==> src/jts_pkg.sv <==
// Package for the JSON token scanner: sizes, character codes, types.
// Used by the interfaces, the scanner core, the record queue and the checker.
`default_nettype none

package jts_pkg;

  // Sizing
  localparam int unsigned MAX_TOKENS = 128;
  localparam int unsigned MAX_DEPTH  = 16;
  localparam int unsigned POS_BITS   = 16;

  localparam int unsigned TOK_CNT_W = $clog2(MAX_TOKENS + 1);
  localparam int unsigned DEPTH_W   = $clog2(MAX_DEPTH + 1);
  localparam int unsigned STK_IDX_W = (MAX_DEPTH > 1) ? $clog2(MAX_DEPTH) : 1;
  localparam int unsigned POSX_W    = POS_BITS + 1;

  // Fixed record field widths
  localparam int unsigned CHAR_W    = 8;
  localparam int unsigned TOK_NUM_W = 7;
  localparam int unsigned KIND_W    = 2;
  localparam int unsigned OUT_POS_W = 16;
  localparam int unsigned SIZE_W    = 16;

  localparam logic [SIZE_W-1:0] COMMA_SAT = 16'd65534;

  // Record queue
  localparam int unsigned REC_FIFO_DEPTH = 4;
  localparam int unsigned FIFO_PTR_W     = $clog2(REC_FIFO_DEPTH);
  localparam int unsigned FIFO_CNT_W     = $clog2(REC_FIFO_DEPTH + 1);

  // Character codes
  localparam logic [CHAR_W-1:0] CH_QUOTE   = 8'h22;
  localparam logic [CHAR_W-1:0] CH_COMMA   = 8'h2C;
  localparam logic [CHAR_W-1:0] CH_COLON   = 8'h3A;
  localparam logic [CHAR_W-1:0] CH_LBRACE  = 8'h7B;
  localparam logic [CHAR_W-1:0] CH_RBRACE  = 8'h7D;
  localparam logic [CHAR_W-1:0] CH_LBRACK  = 8'h5B;
  localparam logic [CHAR_W-1:0] CH_RBRACK  = 8'h5D;
  localparam logic [CHAR_W-1:0] CH_BELOW_0 = 8'd47;
  localparam logic [CHAR_W-1:0] CH_ABOVE_9 = 8'd58;
  localparam logic [CHAR_W-1:0] CH_T_UP    = 8'd84;
  localparam logic [CHAR_W-1:0] CH_T_LO    = 8'd116;
  localparam logic [CHAR_W-1:0] CH_F_UP    = 8'd70;
  localparam logic [CHAR_W-1:0] CH_F_LO    = 8'd102;

  typedef enum logic [KIND_W-1:0] {
    KIND_OBJECT = 2'd0,
    KIND_ARRAY  = 2'd1,
    KIND_STRING = 2'd2,
    KIND_PRIM   = 2'd3
  } tok_kind_e;

  typedef enum logic [1:0] {
    MODE_IDLE     = 2'd0,
    MODE_STR      = 2'd1,
    MODE_PRIM     = 2'd2,
    MODE_STR_DONE = 2'd3
  } scan_mode_e;

  // One open container on the nesting stack
  typedef struct packed {
    logic                 is_array;
    logic [TOK_NUM_W-1:0] index;
    logic [POS_BITS-1:0]  start;
    logic [SIZE_W-1:0]    commas;
  } nest_entry_t;

  // One token record
  typedef struct packed {
    logic [TOK_NUM_W-1:0] tok_number;
    tok_kind_e            tok_kind;
    logic [OUT_POS_W-1:0] start_pos;
    logic [OUT_POS_W-1:0] end_pos;
    logic [SIZE_W-1:0]    member_count;
    logic                 overflow;
    logic                 last_of_byte;
  } tok_rec_t;

  // Records produced by one byte; v1 implies v0
  typedef struct packed {
    logic     v0;
    logic     v1;
    tok_rec_t r0;
    tok_rec_t r1;
  } rec_pair_t;

  // Digit or the first letter of true/false
  function automatic logic is_prim_start(input logic [CHAR_W-1:0] c);
    return ((c > CH_BELOW_0) && (c < CH_ABOVE_9)) || (c == CH_T_UP) ||
           (c == CH_T_LO) || (c == CH_F_UP) || (c == CH_F_LO);
  endfunction

endpackage

`default_nettype wire

==> src/jts_if.sv <==
// Handshake channels of the JSON token scanner: input bytes and token records.
// Depends on jts_pkg for the field widths.
`default_nettype none

interface jts_byte_if import jts_pkg::*; ();
  logic              valid;
  logic              ready;
  logic [CHAR_W-1:0] char_byte;
  logic              doc_start;

  modport source (output valid, char_byte, doc_start, input ready);
  modport sink   (input valid, char_byte, doc_start, output ready);
endinterface

interface jts_tok_if import jts_pkg::*; ();
  logic                 valid;
  logic                 ready;
  logic [TOK_NUM_W-1:0] tok_number;
  logic [KIND_W-1:0]    tok_kind;
  logic [OUT_POS_W-1:0] start_pos;
  logic [OUT_POS_W-1:0] end_pos;
  logic [SIZE_W-1:0]    member_count;
  logic                 overflow;
  logic                 last_of_byte;

  modport source (output valid, tok_number, tok_kind, start_pos, end_pos, member_count,
                  overflow, last_of_byte, input ready);
  modport sink   (input valid, tok_number, tok_kind, start_pos, end_pos, member_count,
                  overflow, last_of_byte, output ready);
endinterface

`default_nettype wire

==> src/json_token_scanner.sv <==
// Top level of the JSON token scanner: scanner core followed by a record queue.
// Depends on jts_pkg, jts_if, jts_scan_core and jts_rec_fifo.
//
// The scanner takes one document byte per cycle, unless held by the record queue,
// and emits a record each time an object, array, string or primitive completes.
// A byte enters an input register and is scanned from there against the stack
// top and the scan state once the record queue has room. Its records (zero, one
// or two) land in a four-entry record queue at the end of the scan cycle, and the
// queue offers them on the output in order.
// The sustained rate is one byte per cycle; it is set by the record queue, which
// delivers one record per cycle and lets a byte be scanned only while at most two
// entries are filled, so bytes slow down only while records are produced
// faster than one per cycle or the output side stalls. doc_start on a byte
// restarts position, token count, nesting, scan mode, the done flag and the overflow
// flag before that byte is scanned.
`default_nettype none

module json_token_scanner import jts_pkg::*; (
  input  wire logic clk_i,
  input  wire logic rst_ni,
  jts_byte_if.sink  char_i,
  jts_tok_if.source tok_o
);

  rec_pair_t push;
  logic      room;

  jts_scan_core u_core (
    .clk_i  (clk_i),
    .rst_ni (rst_ni),
    .char_i (char_i),
    .room_i (room),
    .push_o (push)
  );

  jts_rec_fifo u_fifo (
    .clk_i  (clk_i),
    .rst_ni (rst_ni),
    .push_i (push),
    .room_o (room),
    .tok_o  (tok_o)
  );

endmodule

`default_nettype wire

==> src/jts_rec_fifo.sv <==
// Small record queue that takes up to two records a cycle and drives the output channel.
// Depends on jts_pkg and jts_tok_if.
`default_nettype none

module jts_rec_fifo import jts_pkg::*; (
  input  wire logic      clk_i,
  input  wire logic      rst_ni,
  input  rec_pair_t      push_i,
  output logic           room_o,
  jts_tok_if.source      tok_o
);

  tok_rec_t              mem_q [REC_FIFO_DEPTH];
  logic [FIFO_PTR_W-1:0] head_q, head_d;
  logic [FIFO_PTR_W-1:0] tail_q, tail_d;
  logic [FIFO_PTR_W-1:0] tail_nx;
  logic [FIFO_CNT_W-1:0] cnt_q, cnt_d;
  logic [FIFO_CNT_W-1:0] push_n;
  logic                  pop;
  tok_rec_t              head_rec;

  // Room for a full pair of records
  assign room_o = (cnt_q <= FIFO_CNT_W'(REC_FIFO_DEPTH - 2));

  assign pop     = tok_o.valid && tok_o.ready;
  assign push_n  = FIFO_CNT_W'(push_i.v0) + FIFO_CNT_W'(push_i.v1);
  assign tail_nx = tail_q + 1'b1;

  // Advance pointers and occupancy
  always_comb begin
    head_d = pop ? head_q + 1'b1 : head_q;
    tail_d = tail_q + FIFO_PTR_W'(push_n);
    cnt_d  = cnt_q + push_n - FIFO_CNT_W'(pop);
  end

  always_ff @(posedge clk_i or negedge rst_ni) begin
    if (!rst_ni) begin
      head_q <= '0;
      tail_q <= '0;
      cnt_q  <= '0;
    end else begin
      head_q <= head_d;
      tail_q <= tail_d;
      cnt_q  <= cnt_d;
    end
  end

  // Store the records in arrival order
  always_ff @(posedge clk_i) begin
    if (push_i.v0) begin
      mem_q[tail_q] <= push_i.r0;
    end
    if (push_i.v1) begin
      mem_q[tail_nx] <= push_i.r1;
    end
  end

  // Drive the head record
  assign head_rec           = mem_q[head_q];
  assign tok_o.valid        = (cnt_q != '0);
  assign tok_o.tok_number   = head_rec.tok_number;
  assign tok_o.tok_kind     = head_rec.tok_kind;
  assign tok_o.start_pos    = head_rec.start_pos;
  assign tok_o.end_pos      = head_rec.end_pos;
  assign tok_o.member_count = head_rec.member_count;
  assign tok_o.overflow     = head_rec.overflow;
  assign tok_o.last_of_byte = head_rec.last_of_byte;

endmodule

`default_nettype wire

==> src/jts_scan_core.sv <==
// Scanner core: input byte register, scan state, nesting stack and record builder.
// Depends on jts_pkg and jts_byte_if.
`default_nettype none

module jts_scan_core import jts_pkg::*; (
  input  wire logic clk_i,
  input  wire logic rst_ni,
  jts_byte_if.sink  char_i,
  input  wire logic room_i,
  output rec_pair_t push_o
);

  localparam logic [TOK_CNT_W-1:0] TOK_FULL   = TOK_CNT_W'(MAX_TOKENS);
  localparam logic [DEPTH_W-1:0]   DEPTH_FULL = DEPTH_W'(MAX_DEPTH);
  localparam logic [DEPTH_W-1:0]   DEPTH_ONE  = DEPTH_W'(1);

  // Input register
  logic              in_vld_q;
  logic [CHAR_W-1:0] in_char_q;
  logic              in_start_q;
  logic              fire;

  // Scan state
  scan_mode_e           mode_q, mode_d, mode_e;
  logic [POS_BITS-1:0]  pos_q, pos_d, pos_e;
  logic [TOK_CNT_W-1:0] tok_q, tok_d, tok_e;
  logic [DEPTH_W-1:0]   depth_q, depth_d, depth_e;
  logic                 err_q, err_d, err_e;
  logic                 done_q, done_d, done_e;
  logic [TOK_NUM_W-1:0] pend_idx_q, pend_idx_d;
  logic [POSX_W-1:0]    pend_start_q, pend_start_d;
  logic [POS_BITS-1:0]  pend_end_q, pend_end_d;

  // Nesting stack
  nest_entry_t          stk_q [MAX_DEPTH];
  logic                 stk_we;
  logic [STK_IDX_W-1:0] stk_wa;
  nest_entry_t          stk_wd;
  logic [STK_IDX_W-1:0] top_idx;
  nest_entry_t          top;

  // Working signals
  logic [CHAR_W-1:0]    c;
  logic [POSX_W-1:0]    pos_x;
  logic [POSX_W-1:0]    pos_nx;
  logic                 run_idle;
  logic                 do_alloc;
  logic                 do_push;
  logic                 do_close;
  logic                 push_arr;
  logic                 close_arr;
  logic [TOK_NUM_W-1:0] alloc_idx;
  logic                 rec_a_v;
  logic                 rec_b_v;
  tok_rec_t             rec_a;
  tok_rec_t             rec_b;

  // Take a byte when the register is free or drains this cycle
  assign fire         = in_vld_q && room_i;
  assign char_i.ready = !in_vld_q || fire;

  always_ff @(posedge clk_i or negedge rst_ni) begin
    if (!rst_ni) begin
      in_vld_q <= 1'b0;
    end else if (char_i.ready) begin
      in_vld_q <= char_i.valid;
    end
  end

  always_ff @(posedge clk_i) begin
    if (char_i.valid && char_i.ready) begin
      in_char_q  <= char_i.char_byte;
      in_start_q <= char_i.doc_start;
    end
  end

  // State as seen by this byte, after an optional document restart
  assign c       = in_char_q;
  assign pos_e   = in_start_q ? '0 : pos_q;
  assign tok_e   = in_start_q ? '0 : tok_q;
  assign depth_e = in_start_q ? '0 : depth_q;
  assign mode_e  = in_start_q ? MODE_IDLE : mode_q;
  assign err_e   = in_start_q ? 1'b0 : err_q;
  assign done_e  = in_start_q ? 1'b0 : done_q;

  assign pos_x     = {1'b0, pos_e};
  assign pos_nx    = pos_x + 1'b1;
  assign top_idx   = STK_IDX_W'(depth_e - 1'b1);
  assign top       = stk_q[top_idx];
  assign alloc_idx = TOK_NUM_W'(tok_e);

  // Next scan state, stack update and records for one byte
  always_comb begin
    mode_d       = mode_q;
    pos_d        = pos_q;
    tok_d        = tok_q;
    depth_d      = depth_q;
    err_d        = err_q;
    done_d       = done_q;
    pend_idx_d   = pend_idx_q;
    pend_start_d = pend_start_q;
    pend_end_d   = pend_end_q;
    stk_we       = 1'b0;
    stk_wa       = STK_IDX_W'(depth_e);
    stk_wd       = '0;
    run_idle     = 1'b0;
    do_alloc     = 1'b0;
    do_push      = 1'b0;
    do_close     = 1'b0;
    push_arr     = (c == CH_LBRACK);
    close_arr    = (c == CH_RBRACK);
    rec_a_v      = 1'b0;
    rec_b_v      = 1'b0;
    rec_a        = '0;
    rec_b        = '0;
    push_o       = '0;

    if (fire) begin
      pos_d   = pos_e + 1'b1;
      tok_d   = tok_e;
      depth_d = depth_e;
      mode_d  = mode_e;
      err_d   = err_e;
      done_d  = done_e;

      // Finish the token in progress
      unique case (mode_e)
        MODE_STR: begin
          if (c == CH_QUOTE) begin
            pend_end_d = pos_e;
            mode_d     = MODE_STR_DONE;
          end
        end
        MODE_PRIM: begin
          if ((c == CH_COMMA) || (c == CH_RBRACE) || (c == CH_RBRACK)) begin
            rec_a_v            = 1'b1;
            rec_a.tok_number   = pend_idx_q;
            rec_a.tok_kind     = KIND_PRIM;
            rec_a.start_pos    = OUT_POS_W'(pend_start_q);
            rec_a.end_pos      = OUT_POS_W'(pos_e);
            rec_a.member_count = '0;
            mode_d             = MODE_IDLE;
            run_idle           = 1'b1;
          end
        end
        MODE_STR_DONE: begin
          rec_a_v            = 1'b1;
          rec_a.tok_number   = pend_idx_q;
          rec_a.tok_kind     = KIND_STRING;
          rec_a.start_pos    = OUT_POS_W'(pend_start_q);
          rec_a.end_pos      = OUT_POS_W'(pend_end_q);
          rec_a.member_count = SIZE_W'(c == CH_COLON);
          mode_d             = MODE_IDLE;
          run_idle           = 1'b1;
        end
        MODE_IDLE: begin
          run_idle = 1'b1;
        end
      endcase

      // Scan the byte between tokens
      if (run_idle) begin
        if (depth_e == '0) begin
          if (!done_e && ((c == CH_LBRACE) || (c == CH_LBRACK))) begin
            do_push = 1'b1;
          end
        end else begin
          priority if (c == CH_QUOTE) begin
            do_alloc     = 1'b1;
            pend_idx_d   = alloc_idx;
            pend_start_d = pos_nx;
            mode_d       = MODE_STR;
          end else if ((c == CH_LBRACE) || (c == CH_LBRACK)) begin
            do_push = 1'b1;
          end else if ((c == CH_RBRACE) || (c == CH_RBRACK)) begin
            do_close = (top.is_array == close_arr);
          end else if (c == CH_COMMA) begin
            stk_we = 1'b1;
            stk_wa = top_idx;
            stk_wd = top;
            if (top.commas < COMMA_SAT) begin
              stk_wd.commas = top.commas + 1'b1;
            end
          end else if (is_prim_start(c)) begin
            do_alloc     = 1'b1;
            pend_idx_d   = alloc_idx;
            pend_start_d = pos_x;
            mode_d       = MODE_PRIM;
          end else begin
            // ignore other bytes between tokens
          end
        end
      end

      // Open a container unless the stack is full
      if (do_push) begin
        if (depth_e >= DEPTH_FULL) begin
          err_d = 1'b1;
        end else begin
          do_alloc        = 1'b1;
          stk_we          = 1'b1;
          stk_wa          = STK_IDX_W'(depth_e);
          stk_wd.is_array = push_arr;
          stk_wd.index    = alloc_idx;
          stk_wd.start    = pos_e;
          stk_wd.commas   = '0;
          depth_d         = depth_e + 1'b1;
        end
      end

      // Close the top container
      if (do_close) begin
        rec_b_v            = 1'b1;
        rec_b.tok_number   = top.index;
        rec_b.tok_kind     = close_arr ? KIND_ARRAY : KIND_OBJECT;
        rec_b.start_pos    = OUT_POS_W'(top.start);
        rec_b.end_pos      = OUT_POS_W'(pos_nx);
        rec_b.member_count = top.commas + 1'b1;
        depth_d            = depth_e - 1'b1;
        if (depth_e == DEPTH_ONE) begin
          done_d = 1'b1;
        end
      end

      // Count the new token, saturating at the table size
      if (do_alloc) begin
        if (tok_e < TOK_FULL) begin
          tok_d = tok_e + 1'b1;
        end else begin
          err_d = 1'b1;
        end
      end

      // Pack the records in order
      rec_a.overflow = err_d;
      rec_b.overflow = err_d;
      if (rec_a_v && rec_b_v) begin
        push_o.v0 = 1'b1;
        push_o.v1 = 1'b1;
        push_o.r0 = rec_a;
        push_o.r1 = rec_b;
        push_o.r1.last_of_byte = 1'b1;
      end else if (rec_a_v) begin
        push_o.v0 = 1'b1;
        push_o.r0 = rec_a;
        push_o.r0.last_of_byte = 1'b1;
      end else if (rec_b_v) begin
        push_o.v0 = 1'b1;
        push_o.r0 = rec_b;
        push_o.r0.last_of_byte = 1'b1;
      end
    end
  end

  // Scan mode register
  always_ff @(posedge clk_i or negedge rst_ni) begin
    if (!rst_ni) begin
      mode_q <= MODE_IDLE;
    end else begin
      mode_q <= mode_d;
    end
  end

  // Counters, flags and pending token
  always_ff @(posedge clk_i or negedge rst_ni) begin
    if (!rst_ni) begin
      pos_q        <= '0;
      tok_q        <= '0;
      depth_q      <= '0;
      err_q        <= 1'b0;
      done_q       <= 1'b0;
      pend_idx_q   <= '0;
      pend_start_q <= '0;
      pend_end_q   <= '0;
    end else begin
      pos_q        <= pos_d;
      tok_q        <= tok_d;
      depth_q      <= depth_d;
      err_q        <= err_d;
      done_q       <= done_d;
      pend_idx_q   <= pend_idx_d;
      pend_start_q <= pend_start_d;
      pend_end_q   <= pend_end_d;
    end
  end

  // Nesting stack; an entry is always written before it is read
  always_ff @(posedge clk_i) begin
    if (stk_we) begin
      stk_q[stk_wa] <= stk_wd;
    end
  end

endmodule

`default_nettype wire

==> src/flat_wrapper.sv <==
// flat-port wrapper written by rule: the top's interface ports become plain ports
module json_token_scanner_flat import jts_pkg::*;
  (clk_i, rst_ni, char_i_valid, char_i_char_byte, char_i_doc_start, char_i_ready, tok_o_valid, tok_o_tok_number, tok_o_tok_kind, tok_o_start_pos, tok_o_end_pos, tok_o_member_count, tok_o_overflow, tok_o_last_of_byte, tok_o_ready);
  jts_byte_if char_i_i ();
  jts_tok_if tok_o_i ();
  input  wire logic clk_i;
  input  wire logic rst_ni;
  input wire logic [$bits(char_i_i.valid)-1:0] char_i_valid;
  input wire logic [$bits(char_i_i.char_byte)-1:0] char_i_char_byte;
  input wire logic [$bits(char_i_i.doc_start)-1:0] char_i_doc_start;
  output wire logic [$bits(char_i_i.ready)-1:0] char_i_ready;
  output wire logic [$bits(tok_o_i.valid)-1:0] tok_o_valid;
  output wire logic [$bits(tok_o_i.tok_number)-1:0] tok_o_tok_number;
  output wire logic [$bits(tok_o_i.tok_kind)-1:0] tok_o_tok_kind;
  output wire logic [$bits(tok_o_i.start_pos)-1:0] tok_o_start_pos;
  output wire logic [$bits(tok_o_i.end_pos)-1:0] tok_o_end_pos;
  output wire logic [$bits(tok_o_i.member_count)-1:0] tok_o_member_count;
  output wire logic [$bits(tok_o_i.overflow)-1:0] tok_o_overflow;
  output wire logic [$bits(tok_o_i.last_of_byte)-1:0] tok_o_last_of_byte;
  input wire logic [$bits(tok_o_i.ready)-1:0] tok_o_ready;
  assign char_i_i.valid = char_i_valid;
  assign char_i_i.char_byte = char_i_char_byte;
  assign char_i_i.doc_start = char_i_doc_start;
  assign char_i_ready = char_i_i.ready;
  assign tok_o_valid = tok_o_i.valid;
  assign tok_o_tok_number = tok_o_i.tok_number;
  assign tok_o_tok_kind = tok_o_i.tok_kind;
  assign tok_o_start_pos = tok_o_i.start_pos;
  assign tok_o_end_pos = tok_o_i.end_pos;
  assign tok_o_member_count = tok_o_i.member_count;
  assign tok_o_overflow = tok_o_i.overflow;
  assign tok_o_last_of_byte = tok_o_i.last_of_byte;
  assign tok_o_i.ready = tok_o_ready;
  json_token_scanner u_core (.clk_i(clk_i), .rst_ni(rst_ni), .char_i(char_i_i), .tok_o(tok_o_i));
endmodule
==> config.mk <==
export PLATFORM = sky130hd
export DESIGN_NAME = json_token_scanner_flat
export DESIGN_NICKNAME = d
export VERILOG_FILES = /design/src/jts_pkg.sv /design/src/jts_if.sv /design/src/json_token_scanner.sv /design/src/jts_rec_fifo.sv /design/src/jts_scan_core.sv /design/src/flat_wrapper.sv
export SDC_FILE = /design/constraint.sdc
export NUM_CORES = 1
export LEC_CHECK = 0
export BUFFER_PORTS_ARGS = -buffer_cell sky130_fd_sc_hd__buf_2
export CAP_MARGIN = 20
export CORE_MARGIN = 2
export CORE_UTILIZATION = 45
export DETAILED_ROUTE_END_ITERATION = 10
export GPL_TIMING_DRIVEN = 0
export HOLD_SLACK_MARGIN = 0.08
export PLACE_DENSITY = 0.59
export RECOVER_POWER = 50
export SLEW_MARGIN = 20
export SYNTH_ARGS = -nofsm -noshare
export SYNTH_HDL_FRONTEND = slang
export SYNTH_HIERARCHICAL = 1
export SYNTH_SLANG_ARGS = --single-unit
==> constraint.sdc <==
create_clock -name clk_i -period 10.9 [get_ports clk_i]
set_input_delay 2.18 -clock clk_i [delete_from_list [all_inputs] [get_ports clk_i]]
set_output_delay 2.18 -clock clk_i [all_outputs]
set_load 0.005 [all_outputs]
**Word-level counts from Yosys, hierarchy flattened**

Memories as Yosys holds them, arrays and structs flattened.
Index checks and enable logic that the tools add are counted.

- Flip-flop bits (word level): 89
- RAM bits: 876
- Input bits: 13
- Output and inout port bits: 61
- Logic and storage cells: 192
- Memories: 2

- Add/sub/neg operators: 12
- Order comparisons: 6
- Eq/ne operators: 19
- Muxes and demuxes: 113
- Bitwise logic cells: 1
- Reduce and logical (&&, ||, !) cells: 24

Memories:

| name | words | width | rd ports | clocked after Yosys merged registers in | wr ports | RTL line | source |
|---|---|---|---|---|---|---|---|
| u_core.u_core.stk_q | 16 | 40 | 1 | 0 | 1 | jts_scan_core.sv:35 | `nest_entry_t stk_q [MAX_DEPTH];` |
| u_core.u_fifo.mem_q | 4 | 59 | 1 | 0 | 2 | jts_rec_fifo.sv:13 | `tok_rec_t mem_q [REC_FIFO_DEPTH];` |

Operators by type and width:

| operator | count |
|---|---|
| 40-bit two-way mux | 9 |
| 59-bit two-way mux | 4 |
| 120-bit two-way mux | 1 |
| 57-bit two-way mux | 2 |
| 57-bit case mux with 2 select lines | 1 |
| 16-bit two-way mux | 7 |
| 8-bit by 7-bit equality test with 1-bit output, second input constant | 8 |
| 1-bit two-way mux | 55 |
| 16-bit by 1-bit adder with 16-bit output, second input constant | 3 |
| 4-bit two-way mux | 9 |
| 7-bit two-way mux | 5 |
| 8-bit by 6-bit equality test with 1-bit output, second input constant | 3 |
| 8-bit two-way mux | 3 |
| 2-bit two-way mux | 10 |
| 5-bit two-way mux | 4 |
| 16-bit less-than comparator, second input constant | 1 |
| 1-bit logical OR | 9 |
| 8-bit by 1-bit adder with 8-bit output, second input constant | 1 |
| 8-bit by 6-bit > comparator with 1-bit output, second input constant | 1 |
| 8-bit by 6-bit less-than comparator with 1-bit output, second input constant | 1 |
| 8-bit less-than comparator, second input constant | 1 |
| 7-bit AND reduction | 1 |
| 1-bit logical AND | 6 |
| 2-bit != test, second input constant | 3 |
| other kinds (23) | 27 |

**Depth between registers and ports, before layout**

Gate-level depths: netlist (run 1).

- Depth in word-level cells: 24
- Depth in mapped cells: 29
- Gate-level depth less buffers: 20

**By module**

The synthesis (run 1) kept the hierarchy.

By module, submodules not included:

| module | instances | cells each | area an instance (µm²) |
|---|---|---|---|
| jts_scan_core | 1 | 1922 | 30885.9 |
| jts_rec_fifo | 1 | 611 | 11712.5 |

**Worst setup path after synthesis (run 1)**

No wires, ideal clock.

- Path type: register -> register
- Start point: register u_core.u_core.in_start_q
- End point: memory u_core/u_fifo/mem_q[2][0] (netlist name) (enable)
- Library setup time: 0.557 ns
- Data arrival time: 7.529 ns
- Slack: 2.814 ns
- Cell stages (with the launch flop): 20
- Period minus slack after synthesis: 8.086 ns
- Cell sequence: edfxtp_1 nor2b_2 buf_6 buf_6 buf_4 buf_4 buf_2 ha_1 buf_2 mux4_2 mux2i_1 mux2i_1 xor2_1 and2_1 buf_2 inv_2 ha_1 nor2_1 nand2b_1 o21ai_0

RTL lines:

| item | RTL line | source |
|---|---|---|
| start, declared | jts_scan_core.sv:20 | `logic in_start_q;` |
| start signal, assigned | jts_scan_core.sv:73 | `in_start_q <= char_i.doc_start;` |
| end, declared | jts_rec_fifo.sv:13 |  |

**Worst setup path after layout (run 1)**

- Start point: register u_core.u_core.in_start_q
- End point: memory u_core/u_core/stk_q[2][15] (netlist name) (enable)

- Word-level cells in the longest chain between the ends: 11

Ends and longest elaborated chain:

| item | RTL line | source |
|---|---|---|
| 5-bit two-way mux, or another cell as far along | jts_scan_core.sv:81 | `assign depth_e = in_start_q ? '0 : depth_q;` |
| 5-bit by 1-bit subtractor with 5-bit output, or another cell as far along | n/a |  |
| 4-bit two-way mux, or another cell as far along | jts_scan_core.sv:177 | `end else if (c == CH_COMMA) begin` |
| 4-bit two-way mux, or another cell as far along | jts_scan_core.sv:175 | `end else if ((c == CH_RBRACE) \|\| (c == CH_RBRACK)) begin` |
| 4-bit two-way mux, or another cell as far along | jts_scan_core.sv:173 | `end else if ((c == CH_LBRACE) \|\| (c == CH_LBRACK)) begin` |
| 4-bit two-way mux / 1-bit two-way mux (equally long branches) | jts_scan_core.sv:168, jts_scan_core.sv:162 |  |
| 4-bit two-way mux, or another cell as far along | jts_scan_core.sv:163 | `if (depth_e == '0) begin` |
| 4-bit two-way mux / 1-bit two-way mux (equally long branches) | jts_scan_core.sv:162, jts_scan_core.sv:196 |  |
| 4-bit two-way mux / 1-bit two-way mux (equally long branches) | jts_scan_core.sv:197, jts_scan_core.sv:118 |  |
| 4-bit two-way mux / 1-bit two-way mux (equally long branches) | jts_scan_core.sv:196, jts_scan_core.sv:289 |  |
| 4-bit two-way mux / 1-bit two-way mux (equally long branches) | jts_scan_core.sv:118, jts_scan_core.sv:290 |  |
| end, declared | jts_scan_core.sv:35 |  |

Parallel ways exist; a longest one is shown, timed or not. The select of a mux whose other input is x is not followed.

==> qor.txt, run 1 <==
Run status -> finished with violations
Failing checks -> max-capacitance violations, max-slew violations
Maximum number of pins on one net before global-route repair -> 43
Post-Synthesis Cell Area -> 42,600 µm²
Areal power density over the cells -> 178 nW/µm²
Largest delay share family, worst path -> buffers and inverters
Largest fanout on the critical path -> 16
Final setup violation count -> 0
Cell repeated most along the worst path -> sky130_fd_sc_hd__clkbuf_1
Global-route wire length before repair -> 173,000 µm
Worst R2R Path Depth -> 17
Register area share after synthesis -> 67.1%
CP Buf/Inv Count -> 13
Arrival time at the worst endpoint -> 9.75 ns
Worst-Margin Slew -> 2.57 ns
Endpoints failing hold -> 0
Area share of the largest cell type after synthesis -> 62.4%
Setup Buffers After CTS -> 0
Final HPWL from detailed placement -> 82,200 µm
Inserted Clock Buffers -> 101
Biggest area contributors in the synthesized netlist -> sky130_fd_sc_hd__edfxtp_1, sky130_fd_sc_hd__mux4_2, sky130_fd_sc_hd__mux2_2, sky130_fd_sc_hd__dfrtp_1, sky130_fd_sc_hd__nand2_1
Time the worst path needs with I/O delays and setup -> 9.36 ns
Remaining antenna violation count after routing -> 0
Number of cells produced by synthesis -> 2,533
Kind of end point of the critical path -> flop
Vias/cell -> 5.97
Post-Route Setup TNS -> 0 ns
Synthesized Nets -> 2,564
Post-Place Setup Slack -> 2.41 ns
Static power due to leakage -> 0.0183 µW
Setup Crit Path Kind -> flop to flop
Cell at the root of the clock tree -> sky130_fd_sc_hd__clkbuf_16
Number of enable flip-flop cells after synthesis -> 885
Number of ports placed on the die boundary -> 74
Maximum VDD drop -> 0.149 mV
Max-cap viol count -> 9
Final estimated routing congestion in global placement -> 0.895
Count of fill cells added during filler insertion -> 7,757
Antenna violations before repair -> 0
Die outline width -> 312 µm
Remaining routing DRC violations -> 0
Path length in cells of the critical path -> 17
Number of input and output port buffers inserted -> 73
First DRT Iteration DRCs -> 2,464
Vias in the first global route -> 24,966
Average wire per cell in the routed design -> 28.8 µm
Flip-flop cell with the highest count after synthesis -> sky130_fd_sc_hd__edfxtp_1
Number of iterations in the first detailed-routing pass -> 5
Minimum setup slack in the final design -> 1.54 ns
Final Routed Wirelength -> 118,000 µm
Global-route congestion overflow total -> 0
Fraction of final layout cells sized beyond drive strength 1 -> 27.8%
Warning count from the yosys run -> 6
Die height -> 312 µm
Synthesis-to-layout area growth -> 14.5%
Fraction of registers with async set/reset -> 8.29%
Critical path's slowest cell -> sky130_fd_sc_hd__nor2b_1
Latest clock arrival within the worst-skew pair -> 0.69 ns
Flip-flop and latch count after synthesis -> 965
Startpoint class of the critical path -> flop
Core region area -> 93,600 µm²
Cell with the most instances after synthesis -> sky130_fd_sc_hd__edfxtp_1
Number of different library cells in the post-synthesis netlist -> 73
Worst hold-check slack -> 0.482 ns
Headroom to the max-slew limit -> -71.4%
Hold/Removal Path Class -> flop to flop
Largest area contributor in the synthesized netlist -> sky130_fd_sc_hd__edfxtp_1
Crit share post-route -> 85.9%
Required time of the worst setup path -> 11.28 ns
Number of gates resized after cts -> 0
Clock tree from TritonCTS -> done
Largest stage delay on the critical path -> 1.71 ns
Unrepaired setup endpoints after global routing -> false
Maximum buffer depth of the clock tree -> 3
Num rows -> 112
Overall die area -> 97,100 µm²
Layout Cells excl Fill -> 4,106
Total via count in the routed design -> 24,501
# clock sinks -> 965
Top achievable clock speed -> 107 MHz
Total global routing track utilization -> 24.4%
Average size of a mapped cell -> 16.8 µm²
Number of nets in the finished design -> 2,795
Count of cells along the worst hold path -> 2
Clock-pin transition on the worst setup and hold timing paths -> 0.06 ns
Cells after DPL -> 3,915
CTS HTree Levels -> 3
Number of buffers inserted for hold repair after clock tree synthesis -> 0
Worst path cell trace -> nor2b_1, clkbuf_1, buf_6, buf_4, buf_4, buf_2, ha_1, buf_2, clkbuf_1, clkbuf_1, clkbuf_1, clkbuf_1, clkbuf_1, a31oi_1, nor2b_1, buf_12, buf_16
Top cells by count, synth -> sky130_fd_sc_hd__edfxtp_1, sky130_fd_sc_hd__mux2_2, sky130_fd_sc_hd__nand2_1
Post-layout total power -> 8660 µW
Worst Skew -> 0.0269 ns
Max Transition Viols Final -> 180
Starting Density -> 45.5%
-- flip-flops by register name (all words and copies together) (netlist names), 2 cells and up --
register / cells
u_core/u_core/pend_start_q: 16
u_core/u_core/c: 8
u_core/u_core/pend_end_q: 16
u_core/u_fifo/tail_q: 2
u_core/u_fifo/head_q: 2
u_core/u_fifo/cnt_q: 3
u_core/u_core/pos_q: 16
u_core/u_core/mode_q: 2
u_core/u_core/pend_idx_q: 7
u_core/u_core/tok_q: 8
u_core/u_core/depth_q: 5
u_core/u_fifo/mem_q: 236
u_core/u_core/stk_q: 640
-- power by group --
group | switching (µW) | internal (µW) | total, µW
logic | 702 | 337 | 1040
registers | 40.8 | 4020 | 4060
clock network | 1470 | 2090 | 3560
-- final cells by class --
cell class | count | area, µm² | share of cell area [%]
antenna | 1 | 2.50 | 0.00513
buffer | 165 | 785 | 1.61
clock buffer | 118 | 2630 | 5.39
clock inverter | 72 | 791 | 1.62
inverter | 26 | 97.6 | 0.200
multi-input combinational | 1377 | 13200 | 27.0
sequential | 965 | 28600 | 58.6
tap | 1254 | 1570 | 3.22
timing repair buffer | 128 | 1170 | 2.39
-- per-stage QoR --
stage | cell area [µm²] | utilization, %
2_1_floorplan | 42600 | -
3_3_place_gp | 44500 | 47.6
3_5_place_dp | 46000 | 49.2
4_1_cts | 49500 | 52.8
5_1_grt | 48800 | 52.1
6_report | 48800 | 52.1
-- logic make-up (layout without fill, tap and decap cells) --
logic type | after synthesis | after routing | synth area share [%]
buffers and inverters | 191 | 509 | 2.13
AND/OR/NAND/NOR | 503 | 503 | 5.64
XOR/XNOR | 49 | 49 | 1.05
other | 1 | 2 | 0.00880
multiplexers | 520 | 520 | 19.2
AO/OA/AOI/OAI | 286 | 286 | 4.33
adder cells (fa/ha/maj) | 18 | 18 | 0.546
flip-flops | 965 | 965 | 67.1
-- path summary, 6_finish.rpt --
check	start	slack, ns	to
worst min register to register	u_core/u_core/pend_idx_q[5]	0.48	u_core/u_core/pend_idx_q[5]
min in group asynchronous	rst_ni	2.29	u_core/u_core/pend_idx_q[4]
worst max register to register	u_core/u_core/in_start_q	1.54	u_core/u_core/stk_q[2][15]
worst min-delay path	u_core/u_core/pend_idx_q[5]	0.48	u_core/u_core/pend_idx_q[5]
worst max-delay path	u_core/u_core/in_start_q	1.54	u_core/u_core/stk_q[2][15]
max in group asynchronous	rst_ni	5.46	u_core/u_core/pend_end_q[12]
-- placed cells by master, fill, tap and decap left out, types with 51 or more instances in the layout --
master and instances:
sky130_fd_sc_hd__nor2_1 104, sky130_fd_sc_hd__o21ai_0 56, sky130_fd_sc_hd__mux2_2 257, sky130_fd_sc_hd__clkbuf_16 101, sky130_fd_sc_hd__edfxtp_1 885, sky130_fd_sc_hd__buf_2 82, sky130_fd_sc_hd__dfrtp_1 80, sky130_fd_sc_hd__mux4_2 211
sky130_fd_sc_hd__clkbuf_1 156, sky130_fd_sc_hd__and3_1 65, sky130_fd_sc_hd__mux2i_1 51, sky130_fd_sc_hd__a21oi_1 82, sky130_fd_sc_hd__nand2_1 212
-- routing by layer --
layer  GRT usage [%]  share of wire, %  vias up
met3            3.79               6.4      199
met5               0                 0        -
met2            41.2                50      906
li1                -                 -    10484
met1            32.9                41    12912
met4            6.87               2.7        0
-- worst reg2reg max path, delay by kind of cell, from the launching register on --
family | cells | cell delay [ns]
AND/OR/NAND/NOR | 2 | 2.01
AO/OA/AOI/OAI | 1 | 0.32
adder cells (fa/ha/maj) | 1 | 0.26
flip-flops | 1 | 0.55
buffers and inverters | 13 | 5.91
(Power assumes the default switching activity.)
==> run 2: changes to the inputs <==
--- a/config.mk
+++ b/config.mk
@@ -5,7 +5,7 @@
 export SDC_FILE = /design/constraint.sdc
 export NUM_CORES = 1
 export LEC_CHECK = 0
-export BUFFER_PORTS_ARGS = -buffer_cell sky130_fd_sc_hd__buf_2
+export BUFFER_PORTS_ARGS = -buffer_cell sky130_fd_sc_hd__buf_4
 export CAP_MARGIN = 20
 export CORE_MARGIN = 2
 export CORE_UTILIZATION = 45
==> qor.txt, run 2 (synthesized netlist as in run 1, its figures left out) <==
Diode count -> 0 (-1)
Vias in the first global route -> 24,980 (+0.056%)
Failing checks -> max-capacitance violations, max-slew violations
Count of cells along the worst hold path -> 2 (unchanged)
Starting Density -> 45.5% (unchanged)
Antenna violations before repair -> 1 (+1)
Fraction of power spent switching nets -> 25.7% (+0.12 points)
Overall die area -> 97,100 µm² (unchanged)
Clock-pin transition on the worst setup and hold timing paths -> 0.06 ns (about the same)
Fraction of final layout cells sized beyond drive strength 1 -> 28.4% (+0.54 points)
Global-route congestion overflow total -> 0 (unchanged)
Final setup violation count -> 0 (unchanged)
CTS HTree Levels -> 3 (unchanged)
Die height -> 312 µm (unchanged)
Total via count in the routed design -> 24,551 (+0.20%)
Num rows -> 112 (unchanged)
Remaining routing DRC violations -> 0 (unchanged)
Average wire per cell in the routed design -> 29.2 µm (+1.6%)
Kind of end point of the critical path -> flop
Headroom to the max-slew limit -> -224% (-150 points)
Maximum buffer depth of the clock tree -> 3 (unchanged)
Maximum number of pins on one net before global-route repair -> 81 (+88%)
Commonest non-fill, non-tap cells in the layout -> sky130_fd_sc_hd__edfxtp_1, sky130_fd_sc_hd__mux2_2, sky130_fd_sc_hd__nand2_1, sky130_fd_sc_hd__mux4_2, sky130_fd_sc_hd__clkbuf_1
# clock sinks -> 965 (unchanged)
Count of fill cells added during filler insertion -> 7,661 (-1.2%)
Comb pwr share -> 12.5% (+0.5 points)
Crit share post-route -> 85.8% (-0.15 points)
Clock tree from TritonCTS -> done
Endpoints failing hold -> 0 (unchanged)
Cell at the root of the clock tree -> sky130_fd_sc_hd__clkbuf_16
Sequential cell fraction of total power -> 47.3% (+0.4 points)
Required time of the worst setup path -> 11.28 ns (about the same)
Static power due to leakage -> 0.0184 µW (+0.29%)
Largest registers -> u_core/u_core/stk_q x640, u_core/u_fifo/mem_q x236
Worst R2R Path Depth -> 22 (+5)
Number of buffers inserted for hold repair after clock tree synthesis -> 0 (unchanged)
Synthesis-to-layout area growth -> 14.9%
Global-route wire length before repair -> 174,000 µm (+0.81%)
Largest stage delay on the critical path -> 0.97 ns (-0.74 ns)
Worst-Margin Slew -> 4.86 ns (+2.28 ns)
First DRT Iteration DRCs -> 2,539 (+3.0%)
Setup Buffers After CTS -> 0 (unchanged)
Number of ports placed on the die boundary -> 74 (unchanged)
Inserted Clock Buffers -> 101 (unchanged)
Total global routing track utilization -> 24.6% (+0.27 points)
Number of iterations in the first detailed-routing pass -> 5 (unchanged)
Latest clock arrival within the worst-skew pair -> 0.70 ns (about the same)
Top achievable clock speed -> 107 MHz (+0.17%)
Fin util -> 52.3% (+0.14 points)
Areal power density over the cells -> 175 nW/µm² (-1.2%)
Most common cell after layout, fill and taps aside -> sky130_fd_sc_hd__edfxtp_1
Unrepaired setup endpoints after global routing -> false
Startpoint class of the critical path -> flop
Net Switching -> 2210 µW (-0.43%)
Max Transition Viols Final -> 197 (+9.4%)
Worst Skew -> 0.0582 ns (+0.0313 ns)
Remaining antenna violation count after routing -> 0 (unchanged)
Number of input and output port buffers inserted -> 73 (unchanged)
Largest fanout on the critical path -> 17 (+1)
Maximum VDD drop -> 0.137 mV (-7.9%)
Critical path's slowest cell -> sky130_fd_sc_hd__a211oi_1
Final Routed Wirelength -> 120,000 µm (+1.6%)
Final HPWL from detailed placement -> 82,200 µm (about the same)
Largest register FFs -> 640 (unchanged)
Register ranked first by flip-flop count -> u_core/u_core/stk_q
Die outline width -> 312 µm (unchanged)
Max-cap viol count -> 12 (+3)
Number of gates resized after cts -> 0 (unchanged)
Internal portion of total power -> 6380 µW (-1.1%)
Arrival time at the worst endpoint -> 9.73 ns (-0.02 ns)
Clock share of power -> 40.1% (-1.0 points)
Hold/Removal Path Class -> flop to flop
Number of nets in the finished design -> 2,796 (+0.036%)
Run status -> finished with violations
Setup Crit Path Kind -> flop to flop
Vias/cell -> 5.98 (+0.18%)
Worst path cell trace -> nor2b_1, clkbuf_1, inv_1, buf_4, buf_2, ha_1, o21a_1, a211oi_1, and3_1, and2_1, buf_2, clkbuf_1, ha_1, nand2_1, inv_1, clkbuf_1, buf_4, nand3_1, buf_2, o21ai_4, buf_16, buf_16
Time the worst path needs with I/O delays and setup -> 9.35 ns (-0.0161 ns)
Worst hold-check slack -> 0.481 ns (-0.00152 ns)
Core region area -> 93,600 µm² (unchanged)
Final estimated routing congestion in global placement -> 0.898 (+0.39%)
==> run 2: layer usage <==
metal	global-route usage, %	wire length (µm)	vias to the layer above
li1	-	-	10518
met1	33.8	50000	12880
met2	41.1	58800	930
met3	3.26	7120	223
met4	7.95	3990	0
met5	0	0	-
==> run 2: critical path: cells and delay by family, from the launching register on <==
| kind | cells | cell delay (ns) |
|---|---|---|
| buffers and inverters | 12 | 4.92 |
| DFF | 1 | 0.54 |
| adders and majority gates | 2 | 0.74 |
| AOI/OAI and AO/OA | 3 | 1.54 |
| and+or+nand+nor | 5 | 1.19 |
==> run 2: area by class of cell <==
class                           instances  area, µm²  share of cell area [%]
Clock inverter                         59        602                    1.23
Timing Repair Buffer                  129       1420                    2.91
Multi-Input combinational cell       1377      13200                    26.9
Inverter                               26       97.6                   0.199
Tap cell                             1254       1570                    3.21
Sequential cell                       965      28600                    58.4
Buffer                                165        786                    1.61
Clock buffer                          132       2700                    5.51
==> run 2: power by group through the flow <==
stage | Clock, µW | Sequential (µW) | Combinational (µW)
2_1_floorplan | 0 | 4130 | 599
3_3_place_gp | 0 | 4140 | 1090
3_5_place_dp | 0 | 4140 | 1110
4_1_cts | 3510 | 4060 | 1110
5_1_grt | 3640 | 4070 | 1140
6_report | 3440 | 4060 | 1080
==> run 2: final timing paths <==
path	from	end	slack, ns
worst min register to register	u_core/u_core/pend_end_q[5]	u_core/u_core/pend_end_q[5]	0.48
min in group asynchronous	rst_ni	u_core/u_core/tok_q[4]	3.27
max in group asynchronous	rst_ni	u_core/u_core/pos_q[15]	4.90
worst min-delay path	u_core/u_core/pend_end_q[5]	u_core/u_core/pend_end_q[5]	0.48
worst max register to register	u_core/u_core/in_start_q	u_core/u_fifo/mem_q[0][14]	1.55
worst max-delay path	u_core/u_core/in_start_q	u_core/u_fifo/mem_q[0][14]	1.55
==> run 2: stage by stage <==
step           cells  TNS, ns  cell area [µm²]  power [µW]  worst slack, ns
4_1_cts         4105        0            49500        8680             2.36
3_5_place_dp    3914        0            46200        5250             2.41
5_1_grt         4107        0            48900        8850             1.11
2_1_floorplan   2533        0            42600        4720             2.81
3_3_place_gp    3860  -629.13            44700        5230            -3.62
6_report        4107        0            48900        8580             1.55
